==> config.mk <==
export PLATFORM = sky130hd
export DESIGN_NAME = scc_front_flat
export DESIGN_NICKNAME = d
export VERILOG_FILES = /design/src/design/scc_pkg.sv /design/src/design/scc_if.sv /design/src/design/scc_front.sv /design/src/flat_wrapper.sv
export SDC_FILE = /design/constraint.sdc
export NUM_CORES = 1
export LEC_CHECK = 0
export BUFFER_PORTS_ARGS = -buffer_cell sky130_fd_sc_hd__buf_2
export CORE_MARGIN = 8
export CORE_UTILIZATION = 32
export DETAILED_ROUTE_END_ITERATION = 8
export PLACE_DENSITY = 0.86
export REMOVE_ABC_BUFFERS = 1
export SYNTH_ARGS = -nofsm -noshare
export SYNTH_HDL_FRONTEND = slang
export SYNTH_SLANG_ARGS = --single-unit
==> constraint.sdc <==
create_clock -name clk -period 1.7 [get_ports clk]
set_input_delay 0.34 -clock clk [delete_from_list [all_inputs] [get_ports clk]]
set_output_delay 0.34 -clock clk [all_outputs]
set_load 0.01 [all_outputs]
==> src/design/scc_pkg.sv <==
// Shared types and constants for the set-associative cache controller.
// No dependencies; every other design file but scc_queue imports this package.
`default_nettype none

package scc_pkg;

    localparam int CFG_INDEX_W = 4;
    localparam int CFG_DATA_W  = 4;
    localparam int OUT_COUNT_W = 32;

    localparam logic [CFG_INDEX_W-1:0] CFG_REPLACE_FIFO   = 4'd0;
    localparam logic [CFG_INDEX_W-1:0] CFG_WRITE_BACK     = 4'd1;
    localparam logic [CFG_INDEX_W-1:0] CFG_WAYS_IN_USE    = 4'd2;
    localparam logic [CFG_INDEX_W-1:0] CFG_SET_INDEX_BITS = 4'd3;

    localparam logic FUNC_READ  = 1'b0;
    localparam logic FUNC_WRITE = 1'b1;

    typedef struct packed {
        logic       replace_fifo;
        logic       write_back;
        logic [3:0] ways_in_use;
        logic [3:0] set_index_bits;
    } cfg_t;

    localparam cfg_t CFG_RESET = '{
        replace_fifo:   1'b0,
        write_back:     1'b1,
        ways_in_use:    4'd8,
        set_index_bits: 4'd8
    };

    typedef enum logic {
        BK_IDLE,
        BK_UPDATE
    } back_state_t;

endpackage

`default_nettype wire

==> src/design/scc_if.sv <==
// Channel interfaces of the cache controller: request, response and configuration.
// Depends on scc_pkg.
`default_nettype none

interface scc_req_if #(
    parameter int ADDR_BITS = 48
);
    logic                 valid;
    logic                 ready;
    logic                 func;
    logic [ADDR_BITS-1:0] byte_address;

    modport source (output valid, output func, output byte_address, input ready);
    modport sink   (input valid, input func, input byte_address, output ready);
endinterface


interface scc_cfg_if import scc_pkg::*; ();
    logic                   valid;
    logic                   ready;
    logic [CFG_INDEX_W-1:0] index;
    logic [CFG_DATA_W-1:0]  data;

    modport source (output valid, output index, output data, input ready);
    modport sink   (input valid, input index, input data, output ready);
endinterface

`default_nettype wire

==> src/design/scc_front.sv <==
// Front end: holds the configuration registers, accepts requests and splits
// the address into tag and set index. Depends on scc_pkg and scc_if.
`default_nettype none

module scc_front import scc_pkg::*; #(
    parameter int ADDR_BITS   = 48,
    parameter int BLOCK_BYTES = 64,
    parameter int MAX_SETS    = 256,
    localparam int OFF_BITS   = $clog2(BLOCK_BYTES),
    localparam int TAG_W      = ADDR_BITS - OFF_BITS,
    localparam int SET_LOG    = $clog2(MAX_SETS),
    localparam int SET_W      = (SET_LOG > 0) ? SET_LOG : 1,
    localparam int ENTRY_W    = 1 + TAG_W + SET_W
) (
    input  wire logic               clk,
    input  wire logic               rst_n,
    scc_req_if.sink                 req,
    scc_cfg_if.sink                 cfg,
    output cfg_t                    cfg_q,
    output logic                    push,
    output logic [ENTRY_W-1:0]      push_data,
    input  wire logic               full
);

    cfg_t                     cfg_reg;
    cfg_t                     cfg_next;
    logic [TAG_W-1:0]         tag;
    logic [TAG_W+SET_W-1:0]   tag_ext;
    logic [SET_W-1:0]         set_idx;

    always_comb
    begin
        cfg_next = cfg_reg;
        if (cfg.valid)
        begin
            case (cfg.index)
                CFG_REPLACE_FIFO:   cfg_next.replace_fifo   = cfg.data[0];
                CFG_WRITE_BACK:     cfg_next.write_back     = cfg.data[0];
                CFG_WAYS_IN_USE:    cfg_next.ways_in_use    = cfg.data;
                CFG_SET_INDEX_BITS: cfg_next.set_index_bits = cfg.data;
                default:            cfg_next = cfg_reg;
            endcase
        end
    end

    always_ff @(posedge clk or negedge rst_n)
    begin
        if (!rst_n)
        begin
            cfg_reg <= CFG_RESET;
        end
        else
        begin
            cfg_reg <= cfg_next;
        end
    end

    assign cfg.ready = 1'b1;
    assign cfg_q     = cfg_reg;

    always_comb
    begin
        tag     = req.byte_address[ADDR_BITS-1:OFF_BITS];
        tag_ext = {{SET_W{1'b0}}, tag};
        for (int i = 0; i < SET_W; i++)
        begin
            set_idx[i] = tag_ext[i] && (i < SET_LOG) &&
                         (5'(i) < {1'b0, cfg_reg.set_index_bits});
        end
    end

    assign req.ready = !full;
    assign push      = req.valid && !full;
    assign push_data = {req.func, tag, set_idx};

endmodule

`default_nettype wire

==> src/flat_wrapper.sv <==
// flat-port wrapper written by rule: the top's interface ports become plain ports
module scc_front_flat import scc_pkg::*;
#(
    parameter int ADDR_BITS   = 48,
    parameter int BLOCK_BYTES = 64,
    parameter int MAX_SETS    = 256,
    localparam int OFF_BITS   = $clog2(BLOCK_BYTES),
    localparam int TAG_W      = ADDR_BITS - OFF_BITS,
    localparam int SET_LOG    = $clog2(MAX_SETS),
    localparam int SET_W      = (SET_LOG > 0) ? SET_LOG : 1,
    localparam int ENTRY_W    = 1 + TAG_W + SET_W
)
  (clk, rst_n, cfg_q, push, push_data, full, req_valid, req_func, req_byte_address, req_ready, cfg_valid, cfg_index, cfg_data, cfg_ready);
  scc_req_if #(.ADDR_BITS(ADDR_BITS)) req_i ();
  scc_cfg_if cfg_i ();
  input  wire logic clk;
  input  wire logic rst_n;
  output cfg_t cfg_q;
  output logic push;
  output logic [ENTRY_W-1:0] push_data;
  input  wire logic full;
  input wire logic [$bits(req_i.valid)-1:0] req_valid;
  input wire logic [$bits(req_i.func)-1:0] req_func;
  input wire logic [$bits(req_i.byte_address)-1:0] req_byte_address;
  output wire logic [$bits(req_i.ready)-1:0] req_ready;
  input wire logic [$bits(cfg_i.valid)-1:0] cfg_valid;
  input wire logic [$bits(cfg_i.index)-1:0] cfg_index;
  input wire logic [$bits(cfg_i.data)-1:0] cfg_data;
  output wire logic [$bits(cfg_i.ready)-1:0] cfg_ready;
  assign req_i.valid = req_valid;
  assign req_i.func = req_func;
  assign req_i.byte_address = req_byte_address;
  assign req_ready = req_i.ready;
  assign cfg_i.valid = cfg_valid;
  assign cfg_i.index = cfg_index;
  assign cfg_i.data = cfg_data;
  assign cfg_ready = cfg_i.ready;
  scc_front #(.ADDR_BITS(ADDR_BITS), .BLOCK_BYTES(BLOCK_BYTES), .MAX_SETS(MAX_SETS)) u_core (.clk(clk), .rst_n(rst_n), .req(req_i), .cfg(cfg_i), .cfg_q(cfg_q), .push(push), .push_data(push_data), .full(full));
endmodule
==> results.md <==
CTS:
- The largest buffer count on any clock path is 2.
- The CTS root buffer is clkbuf_4.
- After clock tree synthesis, the clock-pin slew on the worst setup and hold paths is 0.06 ns.
- The number of buffers created by CTS is 3.
- The total setup buffers inserted after CTS is 0.
- The maximum level of the CTS H-tree is 1.
- Clock tree synthesis found a total of 10 sinks.
- At the later pin of the worst-skew pair, clock insertion delay measures around 0.25 ns.
- TritonCTS built the clock tree.

Die:
- The initialized floorplan defines 19 standard-cell rows.
- During I/O placement, the number of pins put on the boundary was between 100 and 150.
- The die covers around 0.0046 mm^2.
- The effective utilization at floorplan is 32.5%.
- The die boundary height is 68.0 um.
- The core area is around 0.0027 mm^2.
- The x dimension of the die is between 60 and 70 um.

Synthesis:
- By count the netlist is led by 44 x buf_4, 10 x mux2_2, 7 x dfrtp_1.
- The share of async-settable or async-resettable flops after synthesis is 100%.
- The cell area after technology mapping is 866 um^2.
- The mean instance size in the synthesized netlist is 9.84 um^2.
- The gate count after technology mapping is 88.
- After synthesis, the cell types taking the most area are buf_4 38%, dfrtp_1 20%, mux2_2 13%, dfstp_2 9.1%, nor2b_1 2.9%.
- For this run, the leading register cell type out of synthesis is dfrtp_1.
- The yosys synthesis warning count is 0.
- The top cell type by total area after synthesis is buf_4.
- The count of cell types in the netlist is 22.
- The portion of synthesized cell area occupied by the leading cell type is a little under two fifths.
- The most used standard cell by instance count after synthesis is buf_4.
- The sequential fraction of the synthesis area is ~29%.
- The number of enable flip-flop cells after synthesis is 0.
- The count of state elements after synthesis is 10.

STA:
- The number of hold-slack violations in the final timing report is 0.
- The total negative setup slack is 0 ns.
- The final-report setup violation count is 0.
- The maximum clock frequency is 618 MHz.
- The smallest clock period supported by the final layout is computed as between 1.5 and 2 ns.
- The final-report max-slew violation count came to 0.
- The clock tree skew after final layout is 0 ns.
- Setup repair after global routing left no endpoint under its margin.
- The final critical path takes up 95.2% of the cycle.
- Hold timing on the final database bottoms out at a slack of between 0.3 and 0.4 ns.

Worst setup path:
- The kind of critical path is flop to primary output.
- The nature of the critical path startpoint is a flop.
- The combined buffer and inverter count along the critical path is 1.
- STA classifies the critical path endpoint as a primary output.
- The cell family contributing the most delay on the critical path is flip-flops.
- The arrival time at the worst endpoint is roughly 1.3 ns.
- The signal on the critical path passes through o41a_1 > buf_2.
- The worst-path cell with the longest stage delay is dfrtp_2.
- On the worst path, the slowest cell contributes a delay of 0.47 ns.
- STA puts the critical path data required time at 1.36 ns.
- In this run the worst path has a maximum fanout of 9.

Finish:
- The total of fill cells in the finished design is approximately 310.
- The area added between synthesis and finish is -2.46%.
- The net count of the finished layout is roughly 160.
- The number of antenna diodes in the final layout is 0.
- The count of placed standard cells in the final layout, fillers left out is roughly 130.
- The proportion of layout cells with a drive suffix above 1 is a little under three quarters.
- The register with the most flip-flops in the layout has 10 of them.

Power:
- Of the total power, the clock network draws between 10% and 20%.
- For this design the static power due to leakage is 0.432 nW.
- The maximum ir drop on the vdd rail is between 0.2 and 0.3 mV.
- The combinational share of power is 36.0%.
- Dividing total power by cell area gives a power density of around 1000 mW/mm^2.
- Summed over all nets, the switching power comes to ~0.00028 W.
- The sequential fraction of design power is between 40 and 50%.
- Cell internal power was estimated by the tool at about 0.00055 W.
- In this run switching power makes up 33.5% of total power.

Route:
- The detailed-route wire length per cell is 28.3 um.
- The number of detailed-route iterations in the first pass is 3.
- The remaining design rule violation count is 0.
- The residual antenna-violating net count after detailed routing is 0.
- The number of vias after detailed routing is 626.
- The total wire length after detailed routing is roughly 3600 um.
- The number of design-rule violations left by the first detailed-router iteration is 16.
- Dividing the detail-routed via count by the number of cells gives 4.97.

Global routing:
- Across every metal layer, demand over resource in global routing totals 14.7%.
- Global routing finished with a remaining overflow of 0.
- The initial antenna violation count came to 0.
- The largest net degree at the start of global routing is 11.
- The via count of the first global-routing pass is about 630.
- The wire length of the first global-routing pass is roughly 4500 um.

Status:
- The run finished with clean final reports.

Placement:
- The detailed placer's ending HPWL is between 3000 and 4000 um.
- During placement, the flow inserted port buffers numbering 48.
- The weighted congestion reported at the end of routability-driven placement is 0.658.
- The count of placed standard cells including taps is around 120.

Flow run:
- The tool flagged a number of max-cap violations equal to 0.

Worst hold path:
- The type of the tightest min-delay check is input pin to flop.
[through the flow]
| stage | instance area (um^2) | util, % | setup slack [ns] | total power, W |
|---|---|---|---|---|
| 2_1_floorplan | 528 | - | 0.437 | 0.000509 |
| 3_3_place_gp | 807 | 30.3 | 0.336 | 0.000673 |
| 3_5_place_dp | 807 | 30.3 | 0.321 | 0.000683 |
| 4_1_cts | 843 | 31.7 | 0.0274 | 0.000852 |
| 5_1_grt | 845 | 31.7 | 0.0244 | 0.000899 |
| 6_report | 845 | 31.7 | 0.0820 | 0.000833 |
[power groups by stage]
stage          logic (W)  clock network [W]  registers (W)
3_3_place_gp    0.000300                  0       0.000373
5_1_grt         0.000328           0.000183       0.000388
2_1_floorplan   0.000119                  0       0.000390
4_1_cts         0.000307           0.000170       0.000375
3_5_place_dp    0.000304                  0       0.000379
6_report        0.000300           0.000162       0.000372
[timing repair]
item                                   4_1_cts  5_1_grt
setup endpoints to repair                    0        1
resized for setup                            0        1
endpoints found under the hold margin        7        0
hold buffers                                 1        0
[logic make-up after synthesis]
| family | share of synthesized area [%] |
|---|---|
| muxes | 13.0 |
| DFF | 29.3 |
| buffers and inverters | 39.5 |
| and+or+nand+nor | 10.7 |
| AOI/OAI and AO/OA | 7.08 |
| other | 0.433 |
[routing by layer]
layer / up-vias / share of wire [%] / wire, um / global-route usage [%]
li1: 258 / - / - / -
met1: 285 / 26 / 928 / 12.2
met2: 81 / 41 / 1450 / 20.2
met3: 2 / 33 / 1180 / 20.9
met4: 0 / 0.17 / 6 / 3.07
met5: - / 0 / 0 / 0
[layout make-up]
| type | count | area [um^2] | share of cell area, % |
|---|---|---|---|
| well taps | 31 | 38.8 | 4.59 |
| multi-input cells | 31 | 270 | 32.0 |
| repair buffers | 49 | 250 | 29.6 |
| flip-flops and latches | 10 | 255 | 30.2 |
| inverters | 1 | 3.75 | 0.444 |
| clock buffers | 4 | 26.3 | 3.11 |
[final timing paths]
| kind | from | endpoint | slack (ns) | depth (start not counted) |
|---|---|---|---|---|
| setup / recovery | u_core.cfg_q[2]$_DFFE_PN0P_ | push_data[0] | 0.08 | 2 |
| hold / removal | cfg_data[3] | u_core.cfg_q[7]$_DFFE_PN1P_ | 0.33 | 2 |
| setup reg to reg | u_core.cfg_q[3]$_DFFE_PN1P_ | u_core.cfg_q[3]$_DFFE_PN1P_ | 0.83 | 1 |
| hold reg to reg | u_core.cfg_q[9]$_DFFE_PN0P_ | u_core.cfg_q[9]$_DFFE_PN0P_ | 0.51 | 1 |
| max in group asynchronous | rst_n | u_core.cfg_q[8]$_DFFE_PN1P_ | 0.98 | 2 |
| min in group asynchronous | rst_n | u_core.cfg_q[5]$_DFFE_PN0P_ | 0.46 | 2 |
[cells in the final DEF (no fill, tap or decap), drive strengths merged]
master	Yosys	routed
o21a	3	3
conb	1	1
mux2	10	10
and2	1	1
nor2	1	1
a211oi	1	1
buf	44	48
nand3b	1	1
o31a	1	1
nand2	1	1
a21oi	1	1
a31oi	1	1
o41a	1	1
and2b	1	1
dfrtp	7	7
nor4	1	1
clkbuf	2	4
nor4b	1	1
inv	1	1
dlygate4sd3	0	1
dfstp	3	3
nand3	1	1
nor2b	4	4
Power figures use the tool's default switching activity.
