`src/design/scc_queue.sv`:
```
// Two-entry queue that decouples the front end from the lookup engine.
// Does not depend on scc_pkg.
`default_nettype none

module scc_queue #(
    parameter int W = 8
) (
    input  wire logic         clk,
    input  wire logic         rst_n,
    input  wire logic         push,
    input  wire logic [W-1:0] push_data,
    output logic              full,
    input  wire logic         pop,
    output logic              empty,
    output logic [W-1:0]      head
);

    logic [W-1:0] slot_reg [2];
    logic         wr_ptr_reg;
    logic         wr_ptr_next;
    logic         rd_ptr_reg;
    logic         rd_ptr_next;
    logic [1:0]   count_reg;
    logic [1:0]   count_next;

    assign full  = (count_reg == 2'd2);
    assign empty = (count_reg == 2'd0);
    assign head  = slot_reg[rd_ptr_reg];

    always_comb
    begin
        wr_ptr_next = push ? !wr_ptr_reg : wr_ptr_reg;
        rd_ptr_next = pop ? !rd_ptr_reg : rd_ptr_reg;
        count_next  = count_reg + 2'(push) - 2'(pop);
    end

    always_ff @(posedge clk or negedge rst_n)
    begin
        if (!rst_n)
        begin
            wr_ptr_reg <= 1'b0;
            rd_ptr_reg <= 1'b0;
            count_reg  <= 2'd0;
        end
        else
        begin
            wr_ptr_reg <= wr_ptr_next;
            rd_ptr_reg <= rd_ptr_next;
            count_reg  <= count_next;
        end
    end

    always_ff @(posedge clk)
    begin
        if (push)
        begin
            slot_reg[wr_ptr_reg] <= push_data;
        end
    end

endmodule

`default_nettype wire

```
`config.mk`:
```
export PLATFORM = sky130hd
export DESIGN_NAME = scc_queue
export DESIGN_NICKNAME = d
export VERILOG_FILES = /design/src/design/scc_queue.sv
export SDC_FILE = /design/constraint.sdc
export NUM_CORES = 1
export LEC_CHECK = 0
export BUFFER_PORTS_ARGS = -buffer_cell sky130_fd_sc_hd__buf_2
export CORE_AREA = 2 2 43 45
export CTS_CLUSTER_DIAMETER = 60
export DETAILED_ROUTE_END_ITERATION = 6
export DIE_AREA = 0 0 45 47
export HOLD_SLACK_MARGIN = 0.02
export PLACE_DENSITY = 0.86
export SYNTH_ARGS = -nofsm -noshare
export SYNTH_HDL_FRONTEND = slang
export SYNTH_SLANG_ARGS = --single-unit
export TNS_END_PERCENT = 1
```
`constraint.sdc`:
```
create_clock -name clk -period 2.9 [get_ports clk]
set_input_delay 0.435 -clock clk [delete_from_list [all_inputs] [get_ports clk]]
set_output_delay 0.435 -clock clk [all_outputs]
set_load 0.005 [all_outputs]
```
==> flow_results.org, run 1 <==
** Outcome
- The run finished with clean final reports.

** Cells and area
- Summing all non-filler instances in the final layout gives an area of between 900 and 1000 sq um.
- Final non-filler cell total :: ~80
- Leaving out fill and tap cells, the most frequent cell in the layout is sky130_fd_sc_hd__buf_2.
- The net count of the finished layout is 80.
- Layout cell share with drive strength beyond 1 :: about half
- The library cells used most frequently in the layout, excluding fill and tap cells, are sky130_fd_sc_hd__buf_2, sky130_fd_sc_hd__edfxtp_1, sky130_fd_sc_hd__mux2_4.
- Number of flip-flops under the largest register name :: 16
- Compared with the post-synthesis result, the final layout area differs by 18.7%.
- Antenna fix cells :: 0

** Worst setup path
- The worst setup path is of the flop to output port kind.
- On the critical path, the stage with the largest delay is an instance of sky130_fd_sc_hd__dfrtp_1.
- Together, buffers and inverters on the worst path number 1.
- Largest fanout of any net on the critical path :: 9
- Dominant delay contributor by cell family on the critical path :: flip-flops
- STA classifies the critical path endpoint as an output port.
- Data required time of the critical path :: about 2.5 ns
- Critical Path Start Type :: flop
- The largest single stage delay on the critical path is 0.67 ns.
- Crit-path cells :: mux2_4, buf_2
- STA puts the critical path data arrival time at 1.43 ns.

** Place
- Global placement routability congestion :: 0.686
- Area after detailed placement :: ~920 sq um
- Count of port buffers added during placement :: 21
- Placed Cells incl. Taps :: 77
- Summed over all nets, the half-perimeter wirelength after detailed placement is slightly below 900 um.
- Worst slack, placed :: 1.32 ns

** Route
- The first detailed-routing pass ran for 4 iterations.
- The detail route stage leaves a number of antenna-violating nets equal to 0.
- Routed length per placed instance :: approximately 14 um
- The routed layout has 412 vias.
- For this run, design rule violations remaining after detail routing come to 0.
- Post-Route WL :: between 1 and 1.5 mm
- For this block, the initial DRC count from the detailed router was 7.
- Number of vias per cell :: around 5.0

** Clocking
- After clock tree synthesis, the flow added hold-fix buffers numbering 1.
- Buffer cell driving the clock tree root :: sky130_fd_sc_hd__clkbuf_4
- Post-CTS resize count :: 0
- In this run the number of H-tree levels came out at 1.
- Number of buffers inserted by post-CTS setup repair :: 0
- For this design, the sink count on the clock tree is 20.
- CTS tree :: yes
- Clk Latency, worst-skew pair :: 0.29 ns
- Clock-pin slew was measured on the worst setup and hold paths at 0.11 ns.
- Maximum buffer depth of the clock tree :: 2
- Inserted Clock Buffers :: 3

** Die
- The die covers 2120 sq um.
- For this configuration, the core starts out at a cell density of between 40% and 50%.
- Measured along the y axis, the die boundary spans about 47 um.
- 22 I/O pins were placed.
- Die X-Extent :: 45 um
- Row Count :: 15
- The core region is between 1500 and 2000 sq um.

** Logic synthesis
- Summing every instance area after synthesis gives roughly 810 sq um.
- Sequential cells were found to cover 71.8% of the synthesized design area.
- During synthesis, Yosys emitted a total of 0 warnings.
- Synthesized Nets :: 54
- Synthesis produced 40 cells.
- Synthesized area per cell :: 20.2 sq um
- Cell variety after synth :: 11
- After synthesis the netlist holds a flip-flop and latch count of 20.

** STA
- The number of pins exceeding their max-slew limit in the final report came to 0.
- Setup violations remaining at the end of the flow were counted as 0.
- For this run, the top clock speed supported by timing is 537 MHz.
- For the final database, setup skew stands at approximately 0.0028 ns.
- For the pin with the worst max-slew slack, the measured transition is between 0.7 and 0.8 ns.
- After routing, the total negative slack on setup checks comes to 0 ns.
- Post-route worst setup slack :: between 1 and 1.5 ns
- The routed design could run at a clock period as short as 1.86 ns.
- The worst pin sits at a relative slew slack of between 40% and 50%.
- Setup repair after global routing left no endpoint under its margin.
- Tcrit/Tclk final :: approximately 64%
- Hold Fails Final Rpt :: 0

** Power and ir drop
- Share of power burned in combinational logic :: between 30% and 40%
- Summed over all cells, the static leakage comes to 0.425 nW.
- Relative contribution of the clock network to total power :: 15.3%
- Per report_power, the sequential group accounts for between 50% and 60% of the total.
- Net switching share of the total power :: 27.1%
- Internal power of the cells :: between 0.0006 and 0.0007 W
- Summed over all nets, the switching power comes to about 0.00023 W.
- Final Total Pwr :: 0.000839 W
- VDD sags by at most 0.482 mV.
- Power density over cell area :: slightly below 900 nW/um^2

** Global route
- The via count of the first global-routing pass was between 400 and 500.
- Global routing finished with a remaining overflow of 0.
- The number of antenna violations at the first check in global routing is 0.
- Global routing used ~12% of the available tracks across all layers.
- First-pass GRT wire length :: around 1.8 mm
- Entering global routing, the biggest net connects 12 pins.

** Hold path
- The path class of the tightest hold or removal check is input pin to flop.

** Flow run
- Max-cap violations in this run came to 0.
[metal layers]
metal / track usage [%] / up-vias / wire length (um)
met1: 12.6 / 201 / 471
li1: - / 195 / -
met3: 4.23 / 2 / 68
met2: 22.0 / 14 / 616
met4: 7.06 / 0 / 17
met5: 0 / - / 0
[final timing paths]
| check | slack [ns] | depth (start not counted) | from | end |
|---|---|---|---|---|
| max in group asynchronous | 2.30 | 2 | rst_n | count_reg[0] |
| setup / recovery | 1.04 | 2 | rd_ptr_reg | head[4] |
| hold / removal | 0.33 | 1 | push_data[3] | slot_reg[0][3] |
| hold reg to reg | 0.51 | 1 | wr_ptr_reg | wr_ptr_reg |
| min in group asynchronous | 0.48 | 2 | rst_n | wr_ptr_reg |
| setup reg to reg | 1.52 | 1 | wr_ptr_reg | slot_reg[0][2] |
[Yosys cell counts]
cell type,instances,area share (%)
sky130_fd_sc_hd__and2_1,1,0.77
sky130_fd_sc_hd__nor2_1,1,0.46
sky130_fd_sc_hd__nor2b_1,2,1.5
sky130_fd_sc_hd__edfxtp_1,16,59
sky130_fd_sc_hd__buf_6,1,1.4
sky130_fd_sc_hd__mux2_4,8,15
sky130_fd_sc_hd__xor2_1,2,2.2
sky130_fd_sc_hd__inv_1,2,0.93
sky130_fd_sc_hd__ha_1,2,3.1
sky130_fd_sc_hd__xor3_1,1,2.9
sky130_fd_sc_hd__dfrtp_1,4,12
[stage by stage]
| step | utilization (%) | hold WS [ns] |
|---|---|---|
| after floorplan | - | 0.139 |
| after global placement | 55.9 | 0.243 |
| after detailed placement | 55.9 | 0.244 |
| after CTS | 58.1 | 0.317 |
| final | 58.1 | 0.325 |
| after global routing | 58.1 | 0.321 |
[area by class of cell]
type                    instances  area [sq um]
inverters                       2          7.51
well taps                      17          21.3
clock inverters                 1          3.75
repair buffers                 22           115
clock buffers                   3          22.5
flip-flops and latches         20           581
fillers                       139           692
multi-input cells              17           209
[logic make-up (layout without fill, tap and decap cells)]
group                    count (synthesis)  in the layout  share of synthesized area (%)
flip-flops                              20             20                           71.8
multiplexers                             8              8                           14.9
AND/OR/NAND/NOR                          4              4                           2.79
XOR/XNOR                                 3              3                           5.11
buffers and inverters                    3             28                           2.32
adder cells (fa/ha/maj)                  2              2                           3.10
[power by group through the flow]
| stage | Sequential (W) | Combinational, W | Clock (W) |
|---|---|---|---|
| 2_1_floorplan | 0.000421 | 0.000218 | 0 |
| 3_3_place_gp | 0.000454 | 0.000252 | 0 |
| 3_5_place_dp | 0.000462 | 0.000264 | 0 |
| 4_1_cts | 0.000454 | 0.000265 | 0.000134 |
| 5_1_grt | 0.000461 | 0.000286 | 0.000142 |
| 6_report | 0.000453 | 0.000258 | 0.000129 |
Power figures use the tool's default switching activity.
==> run 2, diff against run 1 <==
Settings changed: CORE_AREA 2 2 43 45 to 2 2 44 46, DIE_AREA 0 0 45 47 to 0 0 46 48, PLACE_DENSITY 0.86 to 0.83.
Clock period 2.9 ns to 1.8 ns, I/O delays scaled along.
==> run 2 against run 1 <==
Critical path depth is the same. Sequential share of layout area shrank 2.1 points. Sequential cell count is the same. Combinational power grew 66%. First-iteration DRC count shrank 43%. Power grew 81%. Via count grew 1.9%. Design area grew 3.5%. Clock-buffer cell count is the same. Critical path type unchanged. Wire length grew 0.68%.
==> flow_results.org, run 2 (synthesis gave the netlist of run 1 again) <==
** Route
- Once detail routing completed, the nets flagged for antenna violations numbered 0.
- Routed via count :: 420
- In the final routed layout, each cell accounts on average for between 10 and 15 um.
- For this block, the routed nets add up to 1.18 mm of wire.
- 1st-iter DRT viols :: 4
- In the routed design, unresolved DRC markers number 0.
- The first TritonRoute pass finished after 4 iterations.
- In the routed layout, each cell is associated on average with a via count of 5.06.

** Place
- After legalization and detailed placement, the total HPWL measured 879 um.
- The number of placed instances, taps included, is 78.
- During placement, the flow inserted port buffers numbering 21.
- Global placement routability congestion :: 0.596

** STA
- Hold Fails Final Rpt :: 0
- For the pin with the worst max-slew slack, the measured transition is roughly 0.53 ns.
- The worst pin sits at a relative slew slack of between 60% and 70%.
- Setup violations remaining at the end of the flow were counted as 0.
- Setup TNS :: 0 ns
- Tcrit/Tclk final :: 95.4%
- Setup repair after global routing left no endpoint under its margin.
- The number of pins exceeding their max-slew limit in the final report came to 0.
- Worst Clk Skew :: 0.00567 ns
- Maximum clock rate :: around 580 MHz
- Min Tclk post-route :: 1.72 ns

** Global route
- For this run, the total global-route usage over all layers was measured as a little under an eighth.
- Number of global-route vias before repair :: 381
- The number of antenna violations at the first check in global routing is 0.
- Largest net degree at the start of global routing :: 13
- For this run, global-route usage on met1 was measured as between 10% and 20%.
- Global routing finished with a remaining overflow of 0.
- The first global-routing pass estimated between 1.5 and 2 mm of wire.
- Met3 Usage GRT :: 3.77%
- Most congested layer reported by global routing :: met2
- Met2 capacity usage during global routing :: between 20 and 25%

** Clocking
- Inserted Clock Buffers :: 3
- Htree depth :: 1
- Once the clock tree was built, the setup fixing pass inserted 0 buffers.
- The tree is rooted in a sky130_fd_sc_hd__clkbuf_4.
- Post-CTS resize count :: 0
- Clock edge transition at the registers on the reported setup and hold paths :: 0.11 ns
- After clock tree synthesis, the flow added hold-fix buffers numbering 1.
- TritonCTS built the clock tree.
- Counting along the longest clock path gives a buffer depth of 2.
- Clock tree synthesis found a total of 20 sinks.
- The clock reaches the later pin of the worst-skew pair after about 0.29 ns.

** Cells and area
- Layout filler cell count :: between 100 and 150
- Commonest non-fill, non-tap cell in the layout :: sky130_fd_sc_hd__buf_2
- Excluding fillers, the count of instances in the completed layout stands at 83.
- Finished Core Util :: roughly 59%
- Area growth from synthesis to layout :: 22.9%
- Sequential standard cell area :: roughly 580 sq um
- The number of antenna diodes in the final layout is 0.
- Number of flip-flops under the largest register name :: 16
- Commonest cells after routing, fill and taps aside :: sky130_fd_sc_hd__buf_2, sky130_fd_sc_hd__edfxtp_1, sky130_fd_sc_hd__mux2_4
- Layout cell share with drive strength beyond 1 :: between 50% and 60%
- The multi-input combinational cells in the finished layout cover a total of roughly 210 sq um.
- At the end of the flow, the number of nets in the layout was 81.

** Worst setup path
- Dominant delay contributor by cell family on the critical path :: flip-flops
- The worst setup path is launched from a flop.
- For flop-to-flop paths, the worst setup slack is ~0.40 ns.
- For the worst flop-to-flop path, the logic depth is 5.
- On the critical path, the stage with the largest delay is an instance of sky130_fd_sc_hd__dfrtp_1.
- The most critical setup path has its endpoint at head[6].
- Crit path buf inv count :: 1
- Critical Path Max Stage Delay :: ~0.69 ns
- Data on the critical path is required at its endpoint by ~1.5 ns.
- The worst register-to-register path ends at count_reg[1].
- Source of the critical timing path :: rd_ptr_reg
- CP Capture Type :: output port
- STA puts the critical path data arrival time at approximately 1.5 ns.
- Stages on the worst setup path :: 2
- In this run the critical register-to-register path is launched from count_reg[0].
- Largest fanout of any net on the critical path :: 9
- The setup path with the least slack is of type flop to output port.
- The signal on the critical path passes through mux2_4, buf_2.

** Die
- Starting density of the core :: between 40 and 50%
- The initialized floorplan defines 15 standard-cell rows.
- Number of I/O pins :: 22
- Die X-Extent :: between 40 and 50 um
- Area of the core region :: 1690 sq um
- In this run the vertical extent of the chip is about 48 um.
- The die covers 2210 sq um.

** Power and ir drop
- The analysis attributes to cell leakage a power of ~0.44 nW.
- The worst-case IR drop observed on VDD is roughly 0.92 mV.
- The design draws ~0.0015 W.
- Dividing total power by cell area gives a power density of between 1500 and 2000 nW/um^2.

** Hold path
- Hold/Removal Path Class :: input pin to flop

** Flow run
- The tool flagged a number of max-cap violations equal to 0.

** Outcome
- Result of the run :: complete, no violations
## run 2: cell count changes in the layout (fill, tap and decap cells not counted)
cell	change
sky130_fd_sc_hd__buf_4	+1
sky130_fd_sc_hd__bufinv_16	+1
sky130_fd_sc_hd__clkinv_1	-1
## run 2: how the worst min path moves through the flow
stage,slack [ns],startpoint,end,depth (start not counted)
floorplan,-0.03,rst_n,count_reg[0],0
global placement,0.08,rst_n,wr_ptr_reg,1
detailed placement,0.08,rst_n,count_reg[1],1
CTS,0.14,push_data[6],slot_reg[0][6],1
global route,0.14,push_data[4],slot_reg[1][4],1
finish,0.15,push_data[6],slot_reg[1][6],1
## run 2: final cells by class
class                      count  area share, %
sequential                    20           58.4
multi-input combinational     17           21.0
timing repair buffer          23           12.3
clock inverter                 1           3.02
clock buffer                   3           2.27
tap                           17           2.14
inverter                       2          0.756
## run 2: report_power, final
part / internal (W) / switching (W)
logic: 0.000285 / 0.000143
clock network: 0.000225 / 0.000132
registers: 0.000629 / 0.000103
## run 2: layer usage
layer | routed length (um) | vias to the layer above
met4 | 26 | 0
met3 | 76 | 4
li1 | - | 198
met5 | 0 | -
met2 | 615 | 18
met1 | 463 | 200
## run 2: metrics by stage
stage               area [sq um]  worst slack [ns]  hold WS, ns
finish                       993            0.0821        0.154
CTS                          993            0.0619        0.144
detailed placement           931             0.400       0.0819
global route                 993           0.00349        0.138
floorplan                    808             0.487      -0.0256
global placement             931             0.399       0.0771
